## src/bgd_pkg.sv

```systemverilog
// Shared types, codes and reset constants for the button gesture decoder.
// No dependencies; every other file in src uses this package.
package bgd_pkg;

    // Widths fixed by the field definitions.
    localparam int CFG_W     = 16;
    localparam int EV_W      = 3;
    localparam int CLICK_W   = 2;
    localparam int CFG_IDX_W = 2;

    // Default width of the processed-tick counter and time stamps.
    localparam int TIME_BITS_DEF = 32;

    // Event codes.
    localparam logic [EV_W-1:0] EV_NONE   = 3'd0;
    localparam logic [EV_W-1:0] EV_SINGLE = 3'd1;
    localparam logic [EV_W-1:0] EV_TRIPLE = 3'd2;
    localparam logic [EV_W-1:0] EV_HELP   = 3'd3;
    localparam logic [EV_W-1:0] EV_CONFIG = 3'd4;
    localparam logic [EV_W-1:0] EV_EXIT   = 3'd5;

    // Click count that makes a triple click.
    localparam logic [CLICK_W-1:0] TRIPLE_COUNT = 2'd3;

    // Configuration register indexes.
    localparam logic [CFG_IDX_W-1:0] CFG_DEBOUNCE = 2'd0;
    localparam logic [CFG_IDX_W-1:0] CFG_WINDOW   = 2'd1;
    localparam logic [CFG_IDX_W-1:0] CFG_HELP     = 2'd2;
    localparam logic [CFG_IDX_W-1:0] CFG_HOLD     = 2'd3;

    // Configuration reset values.
    localparam logic [CFG_W-1:0] DEBOUNCE_RST = 16'd50;
    localparam logic [CFG_W-1:0] WINDOW_RST   = 16'd800;
    localparam logic [CFG_W-1:0] HELP_RST     = 16'd2000;
    localparam logic [CFG_W-1:0] HOLD_RST     = 16'd3000;

    // Configuration register set.
    typedef struct packed {
        logic [CFG_W-1:0] debounce_ticks;
        logic [CFG_W-1:0] click_window_ticks;
        logic [CFG_W-1:0] help_hold_ticks;
        logic [CFG_W-1:0] config_hold_ticks;
    } t_cfg;

    // Accepted edges of the debounced level for one tick.
    typedef struct packed {
        logic press;
        logic release_edge;
    } t_edge;

endpackage

```

## src/bgd_debounce.sv

```systemverilog
// Tick counter, raw level debounce and edge finder of the debounced level.
// Depends on bgd_pkg.
module bgd_debounce #(
    parameter int TIME_BITS = bgd_pkg::TIME_BITS_DEF
) (
    input  logic                         i_clk,
    input  logic                         i_rst_n,
    input  logic                         i_fire,
    input  logic                         i_raw_level,
    input  logic [bgd_pkg::CFG_W-1:0]    i_debounce_ticks,
    output logic [TIME_BITS-1:0]         o_now,
    output bgd_pkg::t_edge               o_edge,
    output logic                         o_stable_level
);

    logic [TIME_BITS-1:0] r_tick;
    logic                 r_last_raw;
    logic                 r_last_stable;
    logic [TIME_BITS-1:0] r_change_time;

    logic [TIME_BITS-1:0] n_change_time;
    logic [TIME_BITS-1:0] quiet_time;
    logic                 settled;
    logic                 stable_edge;
    logic                 n_stable;

    // A raw change restarts the quiet interval on this very tick.
    always_comb begin
        n_change_time = (i_raw_level != r_last_raw) ? r_tick : r_change_time;
        quiet_time    = r_tick - n_change_time;
        settled       = quiet_time >= TIME_BITS'(i_debounce_ticks);
        stable_edge   = settled && (i_raw_level != r_last_stable);
        n_stable      = stable_edge ? i_raw_level : r_last_stable;
    end

    assign o_now               = r_tick;
    assign o_edge.press        = stable_edge && !i_raw_level;
    assign o_edge.release_edge = stable_edge && i_raw_level;
    assign o_stable_level      = n_stable;

    // Debounce state advances once per processed tick.
    always_ff @(posedge i_clk) begin
        if (!i_rst_n) begin
            r_tick        <= '0;
            r_last_raw    <= 1'b1;
            r_last_stable <= 1'b1;
            r_change_time <= '0;
        end else if (i_fire) begin
            r_tick        <= r_tick + TIME_BITS'(1);
            r_last_raw    <= i_raw_level;
            r_last_stable <= n_stable;
            r_change_time <= n_change_time;
        end
    end

endmodule

```

## src/bgd_gesture.sv

```systemverilog
// Click window counting, hold detection and event selection for one tick.
// Depends on bgd_pkg; fed by bgd_debounce.
module bgd_gesture #(
    parameter int TIME_BITS = bgd_pkg::TIME_BITS_DEF
) (
    input  logic                           i_clk,
    input  logic                           i_rst_n,
    input  logic                           i_fire,
    input  logic [TIME_BITS-1:0]           i_now,
    input  bgd_pkg::t_edge                 i_edge,
    input  logic                           i_in_config_mode,
    input  logic                           i_config_guard_elapsed,
    input  bgd_pkg::t_cfg                  i_cfg,
    output logic [bgd_pkg::EV_W-1:0]       o_event,
    output logic [bgd_pkg::CLICK_W-1:0]    o_clicks
);

    logic                          r_pressed;
    logic                          r_hold_fired;
    logic [TIME_BITS-1:0]          r_press_start;
    logic [bgd_pkg::CLICK_W-1:0]   r_clicks;
    logic [TIME_BITS-1:0]          r_win_start;

    logic                          n_pressed;
    logic                          n_hold_fired;
    logic [TIME_BITS-1:0]          n_press_start;
    logic [bgd_pkg::CLICK_W-1:0]   n_clicks;
    logic [TIME_BITS-1:0]          n_win_start;

    logic [TIME_BITS-1:0]          win_elapsed;
    logic                          win_over;
    logic [bgd_pkg::CLICK_W-1:0]   clicks_inc;
    logic [bgd_pkg::EV_W-1:0]      edge_ev;
    logic [bgd_pkg::EV_W-1:0]      hold_ev;
    logic [TIME_BITS-1:0]          hold_dur;

    assign win_elapsed = i_now - r_win_start;
    assign win_over    = win_elapsed > TIME_BITS'(i_cfg.click_window_ticks);
    assign clicks_inc  = (r_clicks < bgd_pkg::TRIPLE_COUNT) ? r_clicks + 2'd1 : r_clicks;

    // Edge handling, then the hold check on the updated state.
    always_comb begin
        n_pressed     = r_pressed;
        n_hold_fired  = r_hold_fired;
        n_press_start = r_press_start;
        n_clicks      = r_clicks;
        n_win_start   = r_win_start;
        edge_ev       = bgd_pkg::EV_NONE;
        hold_ev       = bgd_pkg::EV_NONE;

        if (i_edge.press) begin
            n_pressed     = 1'b1;
            n_hold_fired  = 1'b0;
            n_press_start = i_now;
            if (r_clicks == '0 || win_over) begin
                n_clicks    = '0;
                n_win_start = i_now;
            end
        end else if (i_edge.release_edge) begin
            n_pressed = 1'b0;
            if (i_in_config_mode && i_config_guard_elapsed) begin
                // Leaving config mode touches neither the window nor the hold flag.
                edge_ev = bgd_pkg::EV_EXIT;
            end else if (r_hold_fired) begin
                n_hold_fired = 1'b0;
                n_clicks     = '0;
                n_win_start  = '0;
            end else if (clicks_inc >= bgd_pkg::TRIPLE_COUNT && !win_over) begin
                edge_ev     = bgd_pkg::EV_TRIPLE;
                n_clicks    = '0;
                n_win_start = '0;
            end else begin
                edge_ev  = bgd_pkg::EV_SINGLE;
                n_clicks = clicks_inc;
                if (win_over) begin
                    n_clicks    = '0;
                    n_win_start = '0;
                end
            end
        end

        // A press edge restarts the hold timer, so a zero hold length fires at once.
        hold_dur = i_now - n_press_start;
        if (n_pressed && !n_hold_fired) begin
            if (n_clicks == 2'd1 &&
                hold_dur >= TIME_BITS'(i_cfg.config_hold_ticks)) begin
                hold_ev      = bgd_pkg::EV_CONFIG;
                n_hold_fired = 1'b1;
                n_clicks     = '0;
                n_win_start  = '0;
            end else if (n_clicks == '0 &&
                         hold_dur >= TIME_BITS'(i_cfg.help_hold_ticks)) begin
                hold_ev      = bgd_pkg::EV_HELP;
                n_hold_fired = 1'b1;
                n_clicks     = '0;
                n_win_start  = '0;
            end
        end

        o_event  = (edge_ev != bgd_pkg::EV_NONE) ? edge_ev : hold_ev;
        o_clicks = n_clicks;
    end

    // Gesture state advances once per processed tick.
    always_ff @(posedge i_clk) begin
        if (!i_rst_n) begin
            r_pressed     <= 1'b0;
            r_hold_fired  <= 1'b0;
            r_press_start <= '0;
            r_clicks      <= '0;
            r_win_start   <= '0;
        end else if (i_fire) begin
            r_pressed     <= n_pressed;
            r_hold_fired  <= n_hold_fired;
            r_press_start <= n_press_start;
            r_clicks      <= n_clicks;
            r_win_start   <= n_win_start;
        end
    end

endmodule

```

## src/button_gesture_decoder.sv

```systemverilog
// Top level of the button gesture decoder: input register, configuration
// registers, result register. Depends on bgd_pkg, bgd_debounce, bgd_gesture.
//
//  Channel | Direction | Handshake              | Payload
//  --------+-----------+------------------------+----------------------------------------
//  in      | input     | i_in_valid/o_in_ready  | i_raw_level, i_in_config_mode,
//          |           |                        | i_config_guard_elapsed
//  out     | output    | o_out_valid/i_out_ready| o_event_res, o_stable_level, o_click_count
//  cfg     | input     | i_cfg_valid/o_cfg_ready| i_cfg_index, i_cfg_data
//
// Each tick beat passes from the input register through the debounce and gesture
// logic into the result register. One beat per cycle is sustained while the
// result register is not held; the state update of one tick is a single pass
// of subtract-and-compare logic. Synchronous reset restores the default
// configuration and the released, idle state. While the result register is held,
// the input register still takes one more beat; the configuration port is always ready.
module button_gesture_decoder #(
    parameter int TIME_BITS = bgd_pkg::TIME_BITS_DEF
) (
    input  logic                             i_clk,
    input  logic                             i_rst_n,
    input  logic                             i_in_valid,
    output logic                             o_in_ready,
    input  logic                             i_raw_level,
    input  logic                             i_in_config_mode,
    input  logic                             i_config_guard_elapsed,
    output logic                             o_out_valid,
    input  logic                             i_out_ready,
    output logic [bgd_pkg::EV_W-1:0]         o_event_res,
    output logic                             o_stable_level,
    output logic [bgd_pkg::CLICK_W-1:0]      o_click_count,
    input  logic                             i_cfg_valid,
    output logic                             o_cfg_ready,
    input  logic [bgd_pkg::CFG_IDX_W-1:0]    i_cfg_index,
    input  logic [bgd_pkg::CFG_W-1:0]        i_cfg_data
);

    bgd_pkg::t_cfg                  r_cfg;
    logic                           r_in_vld;
    logic                           r_raw;
    logic                           r_cfg_mode;
    logic                           r_guard;
    logic                           r_out_vld;
    logic [bgd_pkg::EV_W-1:0]       r_event;
    logic                           r_stable;
    logic [bgd_pkg::CLICK_W-1:0]    r_clicks;

    logic                           fire;
    logic [TIME_BITS-1:0]           now;
    bgd_pkg::t_edge                 edges;
    logic                           stable_n;
    logic [bgd_pkg::EV_W-1:0]       event_n;
    logic [bgd_pkg::CLICK_W-1:0]    clicks_n;

    // A held beat moves on when the result register is free or being emptied.
    assign fire        = r_in_vld && (!r_out_vld || i_out_ready);
    assign o_in_ready  = !r_in_vld || fire;
    assign o_cfg_ready = 1'b1;

    // Configuration registers.
    always_ff @(posedge i_clk) begin
        if (!i_rst_n) begin
            r_cfg.debounce_ticks     <= bgd_pkg::DEBOUNCE_RST;
            r_cfg.click_window_ticks <= bgd_pkg::WINDOW_RST;
            r_cfg.help_hold_ticks    <= bgd_pkg::HELP_RST;
            r_cfg.config_hold_ticks  <= bgd_pkg::HOLD_RST;
        end else if (i_cfg_valid) begin
            case (i_cfg_index)
                bgd_pkg::CFG_DEBOUNCE: r_cfg.debounce_ticks     <= i_cfg_data;
                bgd_pkg::CFG_WINDOW:   r_cfg.click_window_ticks <= i_cfg_data;
                bgd_pkg::CFG_HELP:     r_cfg.help_hold_ticks    <= i_cfg_data;
                bgd_pkg::CFG_HOLD:     r_cfg.config_hold_ticks  <= i_cfg_data;
                default: ;
            endcase
        end
    end

    // Input register.
    always_ff @(posedge i_clk) begin
        if (!i_rst_n) begin
            r_in_vld <= 1'b0;
        end else if (o_in_ready) begin
            r_in_vld <= i_in_valid;
        end
    end

    always_ff @(posedge i_clk) begin
        if (i_in_valid && o_in_ready) begin
            r_raw      <= i_raw_level;
            r_cfg_mode <= i_in_config_mode;
            r_guard    <= i_config_guard_elapsed;
        end
    end

    bgd_debounce #(
        .TIME_BITS (TIME_BITS)
    ) u_debounce (
        .i_clk            (i_clk),
        .i_rst_n          (i_rst_n),
        .i_fire           (fire),
        .i_raw_level      (r_raw),
        .i_debounce_ticks (r_cfg.debounce_ticks),
        .o_now            (now),
        .o_edge           (edges),
        .o_stable_level   (stable_n)
    );

    bgd_gesture #(
        .TIME_BITS (TIME_BITS)
    ) u_gesture (
        .i_clk                  (i_clk),
        .i_rst_n                (i_rst_n),
        .i_fire                 (fire),
        .i_now                  (now),
        .i_edge                 (edges),
        .i_in_config_mode       (r_cfg_mode),
        .i_config_guard_elapsed (r_guard),
        .i_cfg                  (r_cfg),
        .o_event                (event_n),
        .o_clicks               (clicks_n)
    );

    // Result register.
    always_ff @(posedge i_clk) begin
        if (!i_rst_n) begin
            r_out_vld <= 1'b0;
        end else if (fire) begin
            r_out_vld <= 1'b1;
        end else if (i_out_ready) begin
            r_out_vld <= 1'b0;
        end
    end

    always_ff @(posedge i_clk) begin
        if (fire) begin
            r_event  <= event_n;
            r_stable <= stable_n;
            r_clicks <= clicks_n;
        end
    end

    assign o_out_valid    = r_out_vld;
    assign o_event_res    = r_event;
    assign o_stable_level = r_stable;
    assign o_click_count  = r_clicks;

`ifndef ASSERT_OFF
    // A triple click or a hold gesture always closes the click window.
    a_window_cleared: assert property (@(posedge i_clk) disable iff (!i_rst_n)
        (o_out_valid && (o_event_res == bgd_pkg::EV_TRIPLE ||
                         o_event_res == bgd_pkg::EV_HELP ||
                         o_event_res == bgd_pkg::EV_CONFIG)) |-> (o_click_count == '0))
        else $error("gesture event left clicks in the window");

    // Click and exit events come only from a release, so the level is released.
    a_release_level: assert property (@(posedge i_clk) disable iff (!i_rst_n)
        (o_out_valid && (o_event_res == bgd_pkg::EV_SINGLE ||
                         o_event_res == bgd_pkg::EV_TRIPLE ||
                         o_event_res == bgd_pkg::EV_EXIT)) |-> o_stable_level)
        else $error("release event with pressed stable level");

    // Hold events are raised only while the button is down.
    a_hold_pressed: assert property (@(posedge i_clk) disable iff (!i_rst_n)
        (o_out_valid && (o_event_res == bgd_pkg::EV_HELP ||
                         o_event_res == bgd_pkg::EV_CONFIG)) |-> !o_stable_level)
        else $error("hold event with released stable level");

    // A full input register behind a stalled result takes no new beat.
    a_no_overrun: assert property (@(posedge i_clk) disable iff (!i_rst_n)
        (r_in_vld && r_out_vld && !i_out_ready) |=> (r_in_vld && $stable(r_raw)))
        else $error("input beat lost while the result was stalled");
`endif

endmodule
```

## config.mk

```make
export PLATFORM = sky130hd
export DESIGN_NAME = button_gesture_decoder
export DESIGN_NICKNAME = d
export VERILOG_FILES = /design/src/bgd_pkg.sv /design/src/bgd_debounce.sv /design/src/bgd_gesture.sv /design/src/button_gesture_decoder.sv
export SDC_FILE = /design/constraint.sdc
export NUM_CORES = 1
export LEC_CHECK = 0
export ABC_AREA = 0
export BUFFER_PORTS_ARGS = -buffer_cell sky130_fd_sc_hd__buf_4
export CAP_MARGIN = 20
export CORE_MARGIN = 2
export CORE_UTILIZATION = 49
export CTS_CLUSTER_DIAMETER = 80
export DETAILED_ROUTE_END_ITERATION = 6
export PLACE_DENSITY_LB_ADDON = 0.08
export SLEW_MARGIN = 20
export SYNTH_ARGS = -nofsm -noshare
export SYNTH_HDL_FRONTEND = slang
export SYNTH_HIERARCHICAL = 1
export SYNTH_SLANG_ARGS = --single-unit
```

## constraint.sdc

```tcl
create_clock -name i_clk -period 10.2 [get_ports i_clk]
set_clock_uncertainty 0.2 [all_clocks]
set_input_delay 3.06 -clock i_clk [delete_from_list [all_inputs] [get_ports i_clk]]
set_output_delay 3.06 -clock i_clk [all_outputs]
set_load 0.05 [all_outputs]
```

==> flow_metrics.py <==
metrics = {
    "power_and_ir_drop": {
        "p_sw_uw": 704,
        "netSwitchingFraction_pct": 30.3,
        "powerDensity_nw_per_um2": 125,
        "finalPower_uw": 2330,
        "comb_power_share_pct": 22.2,
        "p_clk_share_pct": 41.0,
        "p_seq_share_pct": 36.8,
        "p_leak_uw": 0.00835,
        "internal_power_uw": 1620,
        "ir_worst_vdd_mv": 0.114,
    },
    "worst_setup_path": {
        "required_ns": 10.42,
        "path_class": "reg -> reg",
        "reg2reg_to": "u_gesture/r_win_start[25]",
        "cp_slowest_stage_delay_ns": 0.43,
        "worst_setup_path_end_kind": "flip-flop",
        "r2r_slack_ns": 0.58,
        "worstPathArrival_ns": 9.84,
        "slowest_stage": "a2111oi_1",
        "crit_path_end": "u_gesture/r_win_start[25]",
        "r2r_start": "r_raw",
        "r2r_cells": 48,
        "start_kind": "flip-flop",
        "cp_max_fo": 16,
        "startpoint": "r_raw",
    },
    "cts": {
        "clk_latency_ns": 0.56,
        "cts-root-buf": "clkbuf_16",
        "h-tree-depth": 1,
        "clkSinkCount": 209,
        "cts.path.max_buffers": 3,
        "cts_hold_buf": 0,
        "tritoncts": "done",
        "clk_pin_slew_ns": 0.06,
        "cts_made_buffers": 25,
    },
    "global_route": {
        "antenna_found_initial": 0,
        "grt_pass1_wl_um": 76400,
        "grt_max_degree": 90,
        "grt_pass1_vias": 14200,
        "overflow": 0,
        "grt_use_total_pct": 26.4,
    },
    "synth": {
        "ys_top_cells_by_area": "dfxtp_1 (24%), ha_1 (11%), mux2i_1 (7.0%)",
        "netlist_instances": 2091,
        "synth-seq-cells": 209,
        "netlist_area_um2": 16900,
        "yosys.area.top_type": "dfxtp_1",
        "async_flop_share_pct": 0,
        "synth.distinct_cells": 112,
        "ys_warn_count": 6,
        "ys.flop_type": "dfxtp_1",
        "synth_edf_count": 9,
        "syn_avg_cell_area_um2": 8.10,
        "synth_nets": 2267,
        "synth-seq-area-share_pct": 25.2,
        "synth_top_area_share_pct": 23.6,
    },
    "detailed_routing": {
        "wl_per_cell_um": 19.0,
        "viasPerCell": 5.93,
        "routed_wl_um": 48700,
        "vias": 15200,
        "ant_nets": 0,
        "drt_iter0_drc": 949,
        "dr.pass1.iters": 4,
        "drc_errors": 0,
    },
    "floorplanning": {
        "die_w_um": 190,
        "pin_count": 35,
        "initial_utilization_pct": 49.4,
        "rows": 68,
        "dieArea_um2": 36100,
        "die_y_um": 190,
        "core_um2": 34300,
    },
    "timing": {
        "worstMarginPinSlew_ns": 0.996,
        "fin_crit_ns": 9.62,
        "slew_headroom_pct": 33.6,
        "totalNegativeSetupSlack_ns": 0,
        "max_freq_ghz": 0.104,
        "drv_slew": 0,
        "period_share_pct": 94.3,
        "fin_ws_ns": 0.580,
        "hold_viol": 0,
        "setup_viol": 0,
    },
    "worst_hold_path": {
        "worstHoldStart": "r_cfg[47]",
        "hold_path_class": "reg -> reg",
    },
    "placed_design": {
        "placed_cell_area_um2": 17500,
        "preCtsSetupSlack_ns": -0.0584,
        "gp_congestion": 0.938,
        "dp.cells": 2512,
        "dp_hpwl_um": 37900,
        "port_buffers": 33,
    },
    "status": {
        "outcome": "finished, final reports clean",
    },
    "layout": {
        "diodes": 0,
        "drive_above_1_share_pct": 10.1,
        "n_fill_cell": 3316,
        "fin_area_um2": 18500,
        "final_nets": 2269,
        "area_delta_synth_final_pct": 9.44,
        "instances_no_fill": 2567,
    },
    "run": {
        "maxCapViolations": 0,
    },
}
per-layer routing:
layer,global-route usage [%],vias up,wire [µm]
met1,36.9,7276,23300
met2,41.8,338,21700
met4,10.5,0,1780
li1,-,7503,-
met5,0,-,0
met3,2.56,95,1900
power groups by stage:
stage | registers (µW) | logic [µW] | clock network, µW
floorplan | 875 | 359 | 0
global placement | 874 | 484 | 0
detailed placement | 874 | 489 | 0
CTS | 856 | 493 | 975
global route | 858 | 565 | 1010
finish | 856 | 515 | 954
synthesized netlist by cell type, drive strengths merged, types with 7 or more instances:
cell,instances
o211a,20
nand2,278
nand2b,27
nand3,38
nor2,106
dfxtp,200
o21bai,11
and2,35
xnor2,64
a2111oi,10
or3,14
o31ai,10
and3,20
a211o,9
inv,162
nand4,48
a221oi,11
o21a,18
o2111ai,8
a21o,49
buf,40
nor4,10
nor2b,40
and4,7
mux2i,119
o31a,8
or2,10
a31oi,14
edfxtp,9
xor2,32
a21boi,18
ha,148
mux2,8
clkbuf,57
nor3,30
o211ai,22
o21ai,78
a211oi,23
a21oi,165
o22ai,35
logic make-up (layout without fill, tap and decap cells):
| kind of cell | Yosys count | count (layout) | share of synthesized area [%] |
|---|---|---|---|
| fa+ha+maj | 153 | 153 | 11.3 |
| xor+xnor | 96 | 96 | 5.14 |
| other cells | 1 | 1 | 0.0221 |
| buf+inv | 261 | 282 | 6.91 |
| compound gates | 554 | 554 | 23.8 |
| simple gates | 690 | 690 | 20.0 |
| mux | 127 | 127 | 7.56 |
| flops | 209 | 209 | 25.2 |
registers in the layout, indices dropped and copies added (netlist names):
register,flops
r_cfg,64
u_debounce/o_now,32
u_debounce/r_change_time,32
u_gesture/r_press_start,32
u_gesture/r_win_start,32
o_event_res,3
o_click_count,2
u_gesture/r_clicks,2
o_out_valid,1
o_stable_level,1
r_cfg_mode,1
r_guard,1
r_in_vld,1
r_raw,1
u_debounce/r_last_raw,1
u_debounce/r_last_stable,1
u_gesture/r_hold_fired,1
u_gesture/r_pressed,1
cell usage in the layout (no fill, tap or decap), types with 20 or more instances in the layout:
master / Yosys / routed
nor2_1: 106 / 106
xor2_1: 31 / 30
nor2b_1: 40 / 39
ha_1: 148 / 147
mux2i_1: 119 / 118
dfxtp_1: 200 / 200
buf_4: 4 / 68
o211a_1: 20 / 20
a21oi_1: 158 / 157
inv_1: 161 / 161
xnor2_1: 61 / 60
nand4_1: 48 / 48
nor3_1: 29 / 28
nand2b_1: 27 / 27
o21ai_0: 69 / 68
nand2_1: 278 / 277
nand3_1: 38 / 38
a21o_1: 48 / 48
o22ai_2: 30 / 30
clkbuf_16: 0 / 26
and2_1: 35 / 35
what timing repair did:
item	CTS	global route
pin swaps	0	13
gates resized for setup	1	24
setup endpoints to repair	32	38
cloned	0	2
setup buffers	0	7
per-stage QoR:
stage / util, % / hold slack [ns]
floorplan: - / 0.235
global placement: 51.0 / 0.241
detailed placement: 51.0 / 0.251
CTS: 53.5 / 0.260
global route: 54.1 / 0.274
finish: 54.1 / 0.256
worst max-delay path, delay by kind of cell (launching register included):
| kind | cells | cell delay, ns |
|---|---|---|
| AO/OA/AOI/OAI | 19 | 3.69 |
| AND/OR/NAND/NOR | 13 | 2.14 |
| adder cells (fa/ha/maj) | 5 | 1.31 |
| buffers and inverters | 7 | 0.97 |
| XOR/XNOR | 3 | 0.49 |
| flip-flops | 1 | 0.36 |
| multiplexers | 1 | 0.29 |
worst min path at each step:
stage,end,slack (ns),depth (start not counted)
floorplan,r_cfg[21],0.23,2
global placement,u_gesture/r_press_start[17],0.24,2
detailed placement,u_gesture/r_press_start[20],0.25,2
CTS,u_gesture/r_press_start[25],0.26,2
global route,u_gesture/r_press_start[24],0.27,2
finish,r_cfg[47],0.26,2
area by class of cell:
cell class / count / area [µm²] / area share (%)
clock buffers: 29 / 651 / 3.51
flip-flops and latches: 209 / 4270 / 23.1
well taps: 455 / 569 / 3.07
inverters: 162 / 608 / 3.28
repair buffers: 74 / 617 / 3.33
clock inverters: 17 / 224 / 1.21
multi-input cells: 1621 / 11600 / 62.6
No activity file was read; power rests on OpenSTA's default activity.
